File: config.mk
export PLATFORM = sky130hd
export DESIGN_NAME = sliding_trimmed_mean_filter_top
export DESIGN_NICKNAME = d
export VERILOG_FILES = /design/src/design/stmf_pkg.sv /design/src/design/sliding_trimmed_mean_filter_top.sv /design/src/design/stmf_ctrl.sv /design/src/design/stmf_dp.sv
export SDC_FILE = /design/constraint.sdc
export NUM_CORES = 1
export LEC_CHECK = 0
export ABC_AREA = 1
export ABC_CLOCK_PERIOD_IN_PS = 17770
export BUFFER_PORTS_ARGS = -buffer_cell sky130_fd_sc_hd__buf_2
export CAP_MARGIN = 20
export CELL_PAD_IN_SITES_DETAIL_PLACEMENT = 2
export CELL_PAD_IN_SITES_GLOBAL_PLACEMENT = 2
export CORE_MARGIN = 2
export CORE_UTILIZATION = 38
export DETAILED_ROUTE_END_ITERATION = 8
export PLACE_DENSITY = 0.74
export SLEW_MARGIN = 20
export SYNTH_ARGS = -nofsm -noshare
export SYNTH_HDL_FRONTEND = slang
export SYNTH_HIERARCHICAL = 1
export SYNTH_SLANG_ARGS = --single-unit
File: constraint.sdc
create_clock -name i_clk -period 17.77 [get_ports i_clk]
set_input_delay 2.6655 -clock i_clk [delete_from_list [all_inputs] [get_ports i_clk]]
set_output_delay 2.6655 -clock i_clk [all_outputs]
set_load 0.01 [all_outputs]
File: src/design/stmf_pkg.sv
`timescale 1ns / 1ps
// ----------------------------------------------------------------------------
// Sliding trimmed mean filter package
// Shared payload types, controller states, command and status bundles and
// default constants for the sliding trimmed mean filter.
// ----------------------------------------------------------------------------
package stmf_pkg;

    // Field widths fixed by the interface.
    localparam int SAMPLE_W = 16;
    localparam int COUNT_W  = 7;
    localparam int AGE_W    = 16;

    // Default filter geometry.
    localparam int WINDOW_DEF    = 16;
    localparam int LOW_TRIM_DEF  = 4;
    localparam int HIGH_TRIM_DEF = 4;

    // Reset value of the invalidation limit, in seconds.
    localparam logic [AGE_W-1:0] CFG_RESET = 16'd10;

    // Request codes carried in req_type.
    localparam logic REQ_SAMPLE = 1'b0;
    localparam logic REQ_TICK   = 1'b1;

    // Input transaction payload.
    typedef struct packed {
        logic                       req_type;
        logic signed [SAMPLE_W-1:0] sample;
    } t_in_item;

    // Output transaction payload.
    typedef struct packed {
        logic signed [SAMPLE_W-1:0] mean_value;
        logic                       result_valid;
        logic [COUNT_W-1:0]         count_used;
    } t_out_item;

    // Controller states.
    typedef enum logic [3:0] {
        S_IDLE,
        S_CHECK,
        S_RANK,
        S_DRAIN,
        S_ABS,
        S_MUL,
        S_FIX,
        S_RND,
        S_FINISH
    } t_state;

    // Commands from the controller to the datapath.
    typedef struct packed {
        logic accept;
        logic rank_start;
        logic rank_step;
        logic abs_en;
        logic mul_en;
        logic fix_en;
        logic rnd_en;
        logic finish;
    } t_cmd;

    // Status from the datapath to the controller.
    typedef struct packed {
        logic need_rank;
        logic step_last;
        logic pipe_busy;
    } t_status;

endpackage

File: src/design/sliding_trimmed_mean_filter_top.sv
`timescale 1ns / 1ps
// ----------------------------------------------------------------------------
// Sliding trimmed mean filter
// Circular window of signed Q8.8 samples with a trimmed mean output, a
// staleness age counter advanced by tick transactions and one register for
// the invalidation limit.
//
//   Channel  Direction  Handshake                 Payload
//   in       input      i_in_valid / o_in_ready   i_in_data   (t_in_item)
//   out      output     o_out_valid / i_out_ready o_out_data  (t_out_item)
//   cfg      input      i_cfg_we                  i_cfg_wdata (16 bit)
//
// A tick, or a sample while the window is still filling, skips ranking and division.
// A sample into a full window is ranked, drained and then divided:
// ranking compares one candidate against the whole window per cycle.
// Reset is synchronous; no clearing pass follows it.
// Each input transaction yields one output transaction. The block returns to
// idle while a result waits in the output register and stalls only when a
// second result is ready before the first has been taken.
// ----------------------------------------------------------------------------
module sliding_trimmed_mean_filter_top #(
    parameter int WINDOW    = stmf_pkg::WINDOW_DEF,
    parameter int LOW_TRIM  = stmf_pkg::LOW_TRIM_DEF,
    parameter int HIGH_TRIM = stmf_pkg::HIGH_TRIM_DEF
) (
    input  logic                        i_clk,
    input  logic                        i_rst_n,
    input  logic                        i_in_valid,
    output logic                        o_in_ready,
    input  stmf_pkg::t_in_item          i_in_data,
    output logic                        o_out_valid,
    input  logic                        i_out_ready,
    output stmf_pkg::t_out_item         o_out_data,
    input  logic                        i_cfg_we,
    input  logic [stmf_pkg::AGE_W-1:0]  i_cfg_wdata
);

    stmf_pkg::t_cmd    cmd;
    stmf_pkg::t_status status;

    // Sequencer.
    stmf_ctrl u_ctrl (
        .i_clk       (i_clk),
        .i_rst_n     (i_rst_n),
        .i_in_valid  (i_in_valid),
        .o_in_ready  (o_in_ready),
        .o_out_valid (o_out_valid),
        .i_out_ready (i_out_ready),
        .i_status    (status),
        .o_cmd       (cmd)
    );

    // Window, ranking, division and filter state.
    stmf_dp #(
        .WINDOW    (WINDOW),
        .LOW_TRIM  (LOW_TRIM),
        .HIGH_TRIM (HIGH_TRIM)
    ) u_dp (
        .i_clk       (i_clk),
        .i_rst_n     (i_rst_n),
        .i_in_data   (i_in_data),
        .i_cfg_we    (i_cfg_we),
        .i_cfg_wdata (i_cfg_wdata),
        .i_cmd       (cmd),
        .o_status    (status),
        .o_out_data  (o_out_data)
    );

endmodule

File: src/design/stmf_ctrl.sv
`timescale 1ns / 1ps
// ----------------------------------------------------------------------------
// Sliding trimmed mean filter controller
// Sequences one transaction at a time through ranking, division and the
// final state update, and owns the output valid flag.
// ----------------------------------------------------------------------------
module stmf_ctrl (
    input  logic              i_clk,
    input  logic              i_rst_n,
    input  logic              i_in_valid,
    output logic              o_in_ready,
    output logic              o_out_valid,
    input  logic              i_out_ready,
    input  stmf_pkg::t_status i_status,
    output stmf_pkg::t_cmd    o_cmd
);

    stmf_pkg::t_state r_state;
    stmf_pkg::t_state n_state;
    logic             r_out_valid;
    logic             n_out_valid;

    // State register.
    always_ff @(posedge i_clk) begin
        if (!i_rst_n) begin
            r_state <= stmf_pkg::S_IDLE;
        end else begin
            r_state <= n_state;
        end
    end

    // Next state logic.
    always_comb begin
        n_state = r_state;
        unique case (r_state)
            stmf_pkg::S_IDLE: begin
                if (i_in_valid) n_state = stmf_pkg::S_CHECK;
            end
            stmf_pkg::S_CHECK: begin
                n_state = i_status.need_rank ? stmf_pkg::S_RANK : stmf_pkg::S_FINISH;
            end
            stmf_pkg::S_RANK: begin
                if (i_status.step_last) n_state = stmf_pkg::S_DRAIN;
            end
            stmf_pkg::S_DRAIN: begin
                if (!i_status.pipe_busy) n_state = stmf_pkg::S_ABS;
            end
            stmf_pkg::S_ABS: begin
                n_state = stmf_pkg::S_MUL;
            end
            stmf_pkg::S_MUL: begin
                n_state = stmf_pkg::S_FIX;
            end
            stmf_pkg::S_FIX: begin
                n_state = stmf_pkg::S_RND;
            end
            stmf_pkg::S_RND: begin
                n_state = stmf_pkg::S_FINISH;
            end
            stmf_pkg::S_FINISH: begin
                if (!r_out_valid || i_out_ready) n_state = stmf_pkg::S_IDLE;
            end
            default: begin
                n_state = stmf_pkg::S_IDLE;
            end
        endcase
    end

    // Command outputs.
    always_comb begin
        o_cmd = '0;
        unique case (r_state)
            stmf_pkg::S_IDLE:   o_cmd.accept     = i_in_valid;
            stmf_pkg::S_CHECK:  o_cmd.rank_start = i_status.need_rank;
            stmf_pkg::S_RANK:   o_cmd.rank_step  = 1'b1;
            stmf_pkg::S_DRAIN:  o_cmd            = '0;
            stmf_pkg::S_ABS:    o_cmd.abs_en     = 1'b1;
            stmf_pkg::S_MUL:    o_cmd.mul_en     = 1'b1;
            stmf_pkg::S_FIX:    o_cmd.fix_en     = 1'b1;
            stmf_pkg::S_RND:    o_cmd.rnd_en     = 1'b1;
            stmf_pkg::S_FINISH: o_cmd.finish     = !r_out_valid || i_out_ready;
            default:            o_cmd            = '0;
        endcase
    end

    // The output register is full from a finish until its transaction is taken.
    always_comb begin
        n_out_valid = r_out_valid;
        if (o_cmd.finish) begin
            n_out_valid = 1'b1;
        end else if (i_out_ready) begin
            n_out_valid = 1'b0;
        end
    end

    always_ff @(posedge i_clk) begin
        if (!i_rst_n) begin
            r_out_valid <= 1'b0;
        end else begin
            r_out_valid <= n_out_valid;
        end
    end

    assign o_in_ready  = (r_state == stmf_pkg::S_IDLE);
    assign o_out_valid = r_out_valid;

`ifndef SYNTHESIS
    // An accepted transaction always moves on to the decision state.
    a_accept_to_check: assert property (@(posedge i_clk) disable iff (!i_rst_n)
        (i_in_valid && o_in_ready) |=> (r_state == stmf_pkg::S_CHECK))
        else $error("accepted transaction did not reach the check state");

    // A finished result waits while the previous one is still held.
    a_finish_waits: assert property (@(posedge i_clk) disable iff (!i_rst_n)
        (r_state == stmf_pkg::S_FINISH && r_out_valid && !i_out_ready)
        |=> (r_state == stmf_pkg::S_FINISH && r_out_valid))
        else $error("finish did not wait for the output register");

    // The ranking pass ends on the last step.
    a_rank_end: assert property (@(posedge i_clk) disable iff (!i_rst_n)
        (r_state == stmf_pkg::S_RANK && i_status.step_last)
        |=> (r_state == stmf_pkg::S_DRAIN))
        else $error("ranking pass did not end on its last step");
`endif

endmodule

File: src/design/stmf_dp.sv
`timescale 1ns / 1ps
// ----------------------------------------------------------------------------
// Sliding trimmed mean filter datapath
// Holds the sample window, ranks each entry against the whole window one
// candidate per cycle, sums the kept entries, divides by the kept count and
// keeps the validity and age state.
// ----------------------------------------------------------------------------
module stmf_dp #(
    parameter int WINDOW    = stmf_pkg::WINDOW_DEF,
    parameter int LOW_TRIM  = stmf_pkg::LOW_TRIM_DEF,
    parameter int HIGH_TRIM = stmf_pkg::HIGH_TRIM_DEF
) (
    input  logic                             i_clk,
    input  logic                             i_rst_n,
    input  stmf_pkg::t_in_item               i_in_data,
    input  logic                             i_cfg_we,
    input  logic [stmf_pkg::AGE_W-1:0]       i_cfg_wdata,
    input  stmf_pkg::t_cmd                   i_cmd,
    output stmf_pkg::t_status                o_status,
    output stmf_pkg::t_out_item              o_out_data
);

    localparam int SW      = stmf_pkg::SAMPLE_W;
    localparam int IDX_W   = $clog2(WINDOW);
    localparam int FILL_W  = $clog2(WINDOW + 1);
    localparam int RANK_W  = FILL_W;
    localparam int SUM_W   = SW + 1 + $clog2(WINDOW);
    localparam int CNT     = WINDOW - LOW_TRIM - HIGH_TRIM;
    localparam int CNT_D   = (CNT > 0) ? CNT : 1;
    localparam bit HAS_AVG = (CNT > 0);
    localparam int RECIP_W = SUM_W + 1;
    localparam int PROD_W  = SUM_W + RECIP_W;
    // Reciprocal of the kept count, scaled by 2**SUM_W and rounded down.
    localparam logic [RECIP_W-1:0] RECIP = RECIP_W'((2 ** SUM_W) / CNT_D);
    localparam logic [stmf_pkg::COUNT_W-1:0] COUNT =
        HAS_AVG ? stmf_pkg::COUNT_W'(CNT) : '0;

    logic signed [SW-1:0]              r_win [WINDOW];
    logic [FILL_W-1:0]                 r_fill;
    logic                              r_is_tick;
    logic [IDX_W-1:0]                  r_step;
    logic                              step_last;
    logic                              r_v1;
    logic                              r_v2;
    logic [WINDOW-1:0]                 n_vec;
    logic [WINDOW-1:0]                 r_vec;
    logic signed [SW-1:0]              r_cand1;
    logic signed [SW-1:0]              r_cand2;
    logic [RANK_W-1:0]                 n_rank;
    logic [RANK_W-1:0]                 r_rank;
    logic                              in_range;
    logic signed [SUM_W-1:0]           r_sum;
    logic                              r_neg;
    logic [SUM_W-1:0]                  r_mag;
    logic [PROD_W-1:0]                 r_prod;
    logic [SUM_W-1:0]                  n_q0;
    logic [SUM_W-1:0]                  r_q0;
    logic [SUM_W-1:0]                  r_rem;
    logic [SUM_W-1:0]                  n_q;
    logic [SW-1:0]                     n_qs;
    logic signed [SW-1:0]              r_quot;
    logic                              full;
    logic                              r_vflag;
    logic                              n_vflag;
    logic signed [SW-1:0]              r_last_mean;
    logic signed [SW-1:0]              n_last_mean;
    logic [stmf_pkg::AGE_W-1:0]        r_age;
    logic [stmf_pkg::AGE_W-1:0]        n_age;
    logic [stmf_pkg::AGE_W-1:0]        r_cfg;
    stmf_pkg::t_out_item               r_out;

    // Window shift line: samples shift in at the head, ranking rotates it once.
    always_ff @(posedge i_clk) begin
        if (i_cmd.accept && (i_in_data.req_type == stmf_pkg::REQ_SAMPLE)) begin
            r_win[0] <= i_in_data.sample;
            for (int k = 1; k < WINDOW; k++) begin
                r_win[k] <= r_win[k-1];
            end
        end else if (i_cmd.rank_step) begin
            for (int k = 0; k < WINDOW; k++) begin
                r_win[k] <= r_win[(k + 1) % WINDOW];
            end
        end
    end

    // Fill level and request kind of the transaction in progress.
    always_ff @(posedge i_clk) begin
        if (!i_rst_n) begin
            r_fill    <= '0;
            r_is_tick <= 1'b0;
        end else if (i_cmd.accept) begin
            r_is_tick <= (i_in_data.req_type == stmf_pkg::REQ_TICK);
            if ((i_in_data.req_type == stmf_pkg::REQ_SAMPLE)
                && (r_fill != FILL_W'(WINDOW))) begin
                r_fill <= r_fill + 1'b1;
            end
        end
    end

    assign full = (r_fill == FILL_W'(WINDOW));

    // Ranking step counter; it wraps back to zero after the last candidate.
    assign step_last = (r_step == IDX_W'(WINDOW - 1));

    always_ff @(posedge i_clk) begin
        if (!i_rst_n) begin
            r_step <= '0;
        end else if (i_cmd.rank_start) begin
            r_step <= '0;
        end else if (i_cmd.rank_step) begin
            r_step <= step_last ? '0 : r_step + 1'b1;
        end
    end

    // Stage 1: compare every entry with the candidate at the head. Equal
    // entries that came earlier in the original order count as smaller, so
    // every entry gets a distinct rank.
    always_comb begin
        for (int p = 0; p < WINDOW; p++) begin
            n_vec[p] = (r_win[p] < r_win[0])
                || ((r_win[p] == r_win[0])
                    && (({1'b0, r_step} + (IDX_W + 1)'(p)) >= (IDX_W + 1)'(WINDOW)));
        end
    end

    // Stage 2: the rank is the number of entries ahead of the candidate.
    always_comb begin
        n_rank = '0;
        for (int p = 0; p < WINDOW; p++) begin
            n_rank = n_rank + RANK_W'(r_vec[p]);
        end
    end

    always_ff @(posedge i_clk) begin
        if (!i_rst_n) begin
            r_v1 <= 1'b0;
            r_v2 <= 1'b0;
        end else begin
            r_v1 <= i_cmd.rank_step;
            r_v2 <= r_v1;
        end
    end

    always_ff @(posedge i_clk) begin
        r_vec   <= n_vec;
        r_cand1 <= r_win[0];
        r_rank  <= n_rank;
        r_cand2 <= r_cand1;
    end

    // Stage 3: add the candidate when its rank falls inside the kept range.
    assign in_range = (int'(r_rank) >= LOW_TRIM) && (int'(r_rank) < (WINDOW - HIGH_TRIM));

    always_ff @(posedge i_clk) begin
        if (i_cmd.rank_start) begin
            r_sum <= '0;
        end else if (r_v2 && in_range) begin
            r_sum <= r_sum + SUM_W'(r_cand2);
        end
    end

    // Division by the kept count: magnitude, reciprocal multiply, remainder
    // check with one correction, then the sign restored (truncation to zero).
    always_comb begin
        n_q0 = r_prod[SUM_W +: SUM_W];
        n_q  = (r_rem >= SUM_W'(CNT_D)) ? r_q0 + 1'b1 : r_q0;
        n_qs = n_q[SW-1:0];
    end

    always_ff @(posedge i_clk) begin
        if (i_cmd.abs_en) begin
            r_neg <= r_sum[SUM_W-1];
            r_mag <= r_sum[SUM_W-1] ? unsigned'(-r_sum) : unsigned'(r_sum);
        end
        if (i_cmd.mul_en) begin
            r_prod <= PROD_W'(r_mag) * PROD_W'(RECIP);
        end
        if (i_cmd.fix_en) begin
            r_q0  <= n_q0;
            r_rem <= r_mag - SUM_W'(n_q0 * SUM_W'(CNT_D));
        end
        if (i_cmd.rnd_en) begin
            r_quot <= r_neg ? signed'(SW'(-n_qs)) : signed'(n_qs);
        end
    end

    // Filter state after the transaction, staleness check last.
    always_comb begin
        n_vflag     = r_vflag;
        n_last_mean = r_last_mean;
        n_age       = r_age;
        if (r_is_tick) begin
            if (r_age != '1) n_age = r_age + 1'b1;
        end else if (!full || !HAS_AVG) begin
            n_vflag     = 1'b0;
            n_last_mean = '0;
        end else begin
            n_vflag     = 1'b1;
            n_last_mean = r_quot;
            n_age       = '0;
        end
        if (n_age > r_cfg) begin
            n_vflag     = 1'b0;
            n_last_mean = '0;
        end
    end

    always_ff @(posedge i_clk) begin
        if (!i_rst_n) begin
            r_vflag     <= 1'b0;
            r_last_mean <= '0;
            r_age       <= '0;
        end else if (i_cmd.finish) begin
            r_vflag     <= n_vflag;
            r_last_mean <= n_last_mean;
            r_age       <= n_age;
        end
    end

    // Invalidation limit register.
    always_ff @(posedge i_clk) begin
        if (!i_rst_n) begin
            r_cfg <= stmf_pkg::CFG_RESET;
        end else if (i_cfg_we) begin
            r_cfg <= i_cfg_wdata;
        end
    end

    // Output payload register.
    always_ff @(posedge i_clk) begin
        if (i_cmd.finish) begin
            r_out.mean_value   <= n_vflag ? n_last_mean : '0;
            r_out.result_valid <= n_vflag;
            r_out.count_used   <= n_vflag ? COUNT : '0;
        end
    end

    assign o_out_data         = r_out;
    assign o_status.need_rank = !r_is_tick && full && HAS_AVG;
    assign o_status.step_last = step_last;
    assign o_status.pipe_busy = r_v1 || r_v2;

`ifndef SYNTHESIS
    // Division starts only once the rank pipeline has emptied and the
    // step counter has wrapped back.
    a_div_after_drain: assert property (@(posedge i_clk) disable iff (!i_rst_n)
        i_cmd.abs_en |-> (!r_v1 && !r_v2 && (r_step == '0)))
        else $error("division started before the rank pipeline drained");

    // The held mean is cleared whenever the result is not valid.
    a_mean_cleared: assert property (@(posedge i_clk) disable iff (!i_rst_n)
        !r_vflag |-> (r_last_mean == '0))
        else $error("held mean is nonzero while the result is invalid");

    // A finished transaction reports the flag that the state update produced.
    a_out_matches_state: assert property (@(posedge i_clk) disable iff (!i_rst_n)
        i_cmd.finish |=> (r_out.result_valid == r_vflag))
        else $error("output valid flag disagrees with filter state");
`endif

endmodule
==> metrics.csv <==
stage,metric,value,unit
status,status,completed,
global_routing,globalRouteTotalUtil,0.226,
detailed_routing,drt_iter0_drc,966,
detailed_routing,totalWireLength,87700,µm
detailed_routing,first_pass_iters,4,
clock_network,clkLatencyLatePin,0.64,ns
sta,max_slew_margin,0.305,
sta,tightest_slew,1.04,ns
global_routing,grt_pass1_vias,26000,
floorplanning,dieArea,78500,µm²
detailed_routing,via_count,22900,
clock_network,cts_tree,built,
power_and_ir_drop,vdd.ir_drop.worst,0.0846,mV
placed_design,port_buffers,57,
final_layout,register_area,13600,µm²
setup_path,worst_setup_path_end_kind,flip-flop,
global_routing,grt.overflow.total,0,
clock_network,cts_num_sinks,497,
synth,async_reset_ff_frac,0,
final_layout,multi_input_area,13400,µm²
clock_network,cts_setup_buffers,0,
hold_path,min_from,u_dp/r_cand1[12]$_DFF_P_,
setup_path,crit_type,input pin to flip-flop,
final_layout,layout-drive-gt1-share,0.0730,
sta,rsz0062_at_grt,no,
synth,synth_top_area_frac,0.373,
detailed_routing,vias_per_cell,5.34,
setup_path,reg2reg_from,u_dp/r_age[0]$_SDFFE_PN0P_,
setup_path,cpMaxStageDelayCell,buf_4,
placed_design,place.gp.congestion,0.812,
final_layout,antennaDiodeCount,0,
placed_design,hpwl,65100,µm
setup_path,cp_max_fo,121,
power_and_ir_drop,p_leak,0.0142,µW
global_routing,grt_max_degree,122,
sta,period_share,0.322,
clock_network,clk_path_buf_depth,3,
synth,syn_avg_cell_area,9.00,µm²
setup_path,worstPathArrival,6.07,ns
sta,tns,0,ns
synth,yosys-top-cells-area,"edfxtp_1 37%, ha_1 13%, dfxtp_1 9.5%, nand2_1 7.7%, inv_1 5.4%",
synth,ys_warn_count,6,
setup_path,path_buf_inv,7,
clock_network,cts_root_buf,clkbuf_16,
detailed_routing,routedWlPerCell,20.4,µm
sta,fmax,0.175,GHz
synth,synthCells,3223,
synth,ys.flop_type,edfxtp_1,
hold_path,worstHoldPathType,flip-flop to flip-flop,
detailed_routing,drc,0,
sta,setup_viol,0,
setup_path,crit_chain,buf_2 > inv_1 > nor3_1 > inv_1 > nor2_4 > inv_2 > buf_4 > nand2_4 > buf_4 > buf_6 > o21ai_0,
global_routing,antenna_found_initial,0,
setup_path,ff2ff_setup_slack,13.29,ns
flow_run,max_cap_violations,0,
synth,synth.distinct_cells,66,
setup_path,critPathLaunchType,input pin,
clock_network,post_cts_resize_count,0,
global_routing,grt_pass1_wl,142000,µm
sta,fin_hold_ws,0.327,ns
sta,skew,0.0289,ns
synth,ys_seq_elements,497,
sta,fin_crit,5.73,ns
synth,synth.yosys.seq_area_share,0.467,
final_layout,fillers,8236,
setup_path,worstPathRequired,18.11,ns
floorplanning,core-area,75700,µm²
sta,hold_viol,0,
floorplanning,pin_count,64,
synth,synth_area,29000,µm²
floorplanning,die_w,280,µm
clock_network,cts_buffers,59,
detailed_routing,ant_nets,0,
clock_network,clk_pin_slew,0.06,ns
floorplanning,start_util,0.383,
setup_path,reg2regPathDepth,19,
final_layout,layout.nets,3622,
setup_path,cp.depth,11,
final_layout,syn2layout_area_growth,11.3,%
hold_path,whs_path_depth,0,
synth,synth_area_leader_cell,edfxtp_1,
floorplanning,rows,101,
setup_path,crit_start,i_in_valid,
synth,synth-edff-count,360,
power_and_ir_drop,p_per_area,92.7,nW/µm²
setup_path,crit_family,buffers and inverters,
floorplanning,die_h,280,µm
clock_network,cts_max_level,2,
setup_path,slowest_delay,0.86,ns
sta,finalMaxSlewViolations,0,
clock_network,ctsHoldBuffers,0,
-- state kept, by name, summed over array words and instances (netlist names), 3 cells and up --
name,flops
u_dp/r_fill,5
u_dp/r_rem,18
u_dp/r_prod,18
u_dp/r_cand1,16
u_dp/r_age,16
u_ctrl/r_state,4
u_dp/r_sum,21
u_dp/r_vec,15
u_dp/r_quot,16
u_dp/r_rank,3
u_dp/r_cfg,16
u_dp/o_out_data,17
u_dp/r_step,4
u_dp/r_mag,18
u_dp/r_cand2,16
u_dp/r_win,256
u_dp/r_last_mean,16
u_dp/r_q0,16
-- stage by stage --
step	cell area, µm²	instances	worst slack (ns)	total power, µW	utilization
2_1_floorplan	29000	3228	8.02	1630	-
3_3_place_gp	30200	4182	11.35	1730	0.399
3_5_place_dp	30200	4182	11.13	1760	0.399
4_1_cts	32200	4294	11.83	3040	0.426
5_1_grt	32300	4295	11.64	3140	0.426
6_report	32300	4295	12.04	2990	0.426
-- layout by cell type (no fill, tap or decap), types with 62 or more instances in the layout --
cell type and n:
nand3_1 123, o21ai_0 289, nor2_1 234, nand2_1 592, dfxtp_1 137, ha_1 307, edfxtp_1 360, inv_1 419
a21oi_1 269, clkbuf_16 62
-- routing by layer --
metal / wire (µm) / vias to the layer above / share of wire / GRT usage
li1: - / 11100 / - / -
met2: 45800 / 186 / 0.52 / 0.423
met1: 38400 / 11500 / 0.44 / 0.275
met5: 0 / - / 0 / 0
met3: 1590 / 113 / 0.018 / 0.0215
met4: 1940 / 0 / 0.022 / 0.0569
-- cell families after synthesis --
family          Yosys count  synth area share
simple gates           1114             0.165
compound gates          677             0.128
buf+inv                 528            0.0715
flops                   497             0.467
fa+ha+maj               318             0.140
xor+xnor                 72            0.0218
mux                      16           0.00617
other cells               1          0.000129
-- synth_stat cells, drive strengths merged, types with 2 or more instances --
cell,count
clkinv,2
ha,307
nor3,35
clkbuf,61
o31ai,4
a22oi,2
xor2,58
nor2,249
nand3,129
a31o,2
buf,40
fa,11
nand4,59
nor3b,2
and3,3
edfxtp,360
o21ai,307
a21oi,270
a22o,16
a21o,9
o21bai,12
nand3b,7
o211ai,14
a2111oi,2
or3,2
or2,7
nor4b,2
inv,425
a211oi,9
o21a,6
nand2,605
xnor2,14
a21boi,5
mux2,15
a221oi,6
dfxtp,137
nor4,13
o2111ai,7
-- worst register-to-register path: cells and delay by family (launching register included) --
kind                       cells  cell delay (ns)
and+or+nand+nor               12             2.42
adders and majority gates      2             0.47
buffers and inverters          2             0.18
AOI/OAI and AO/OA              3             0.69
DFF                            1             0.42
-- power breakdown --
| part | leakage (µW) | internal [µW] | switching [µW] |
|---|---|---|---|
| clock network | 0.000985 | 745 | 508 |
| registers | 0.00435 | 1310 | 38.9 |
| logic | 0.00884 | 137 | 257 |
| total | 0.0142 | 2190 | 804 |
-- final timing paths --
path	endpoint
hold / removal	u_dp/r_cand2[12]$_DFF_P_
setup / recovery	u_dp/r_win[0][8]$_DFFE_PP_
setup reg to reg	u_dp/o_out_data[8]$_SDFFCE_PN0P_
hold reg to reg	u_dp/r_cand2[12]$_DFF_P_
-- layout make-up --
cell class	instances	area share
clock buffer	83	0.0533
sequential	497	0.420
multi-input combinational	2203	0.416
timing repair buffer	78	0.0146
clock inverter	29	0.00880
tap	978	0.0379
inverter	427	0.0497
Note: power is estimated with default switching activity, not from simulation.
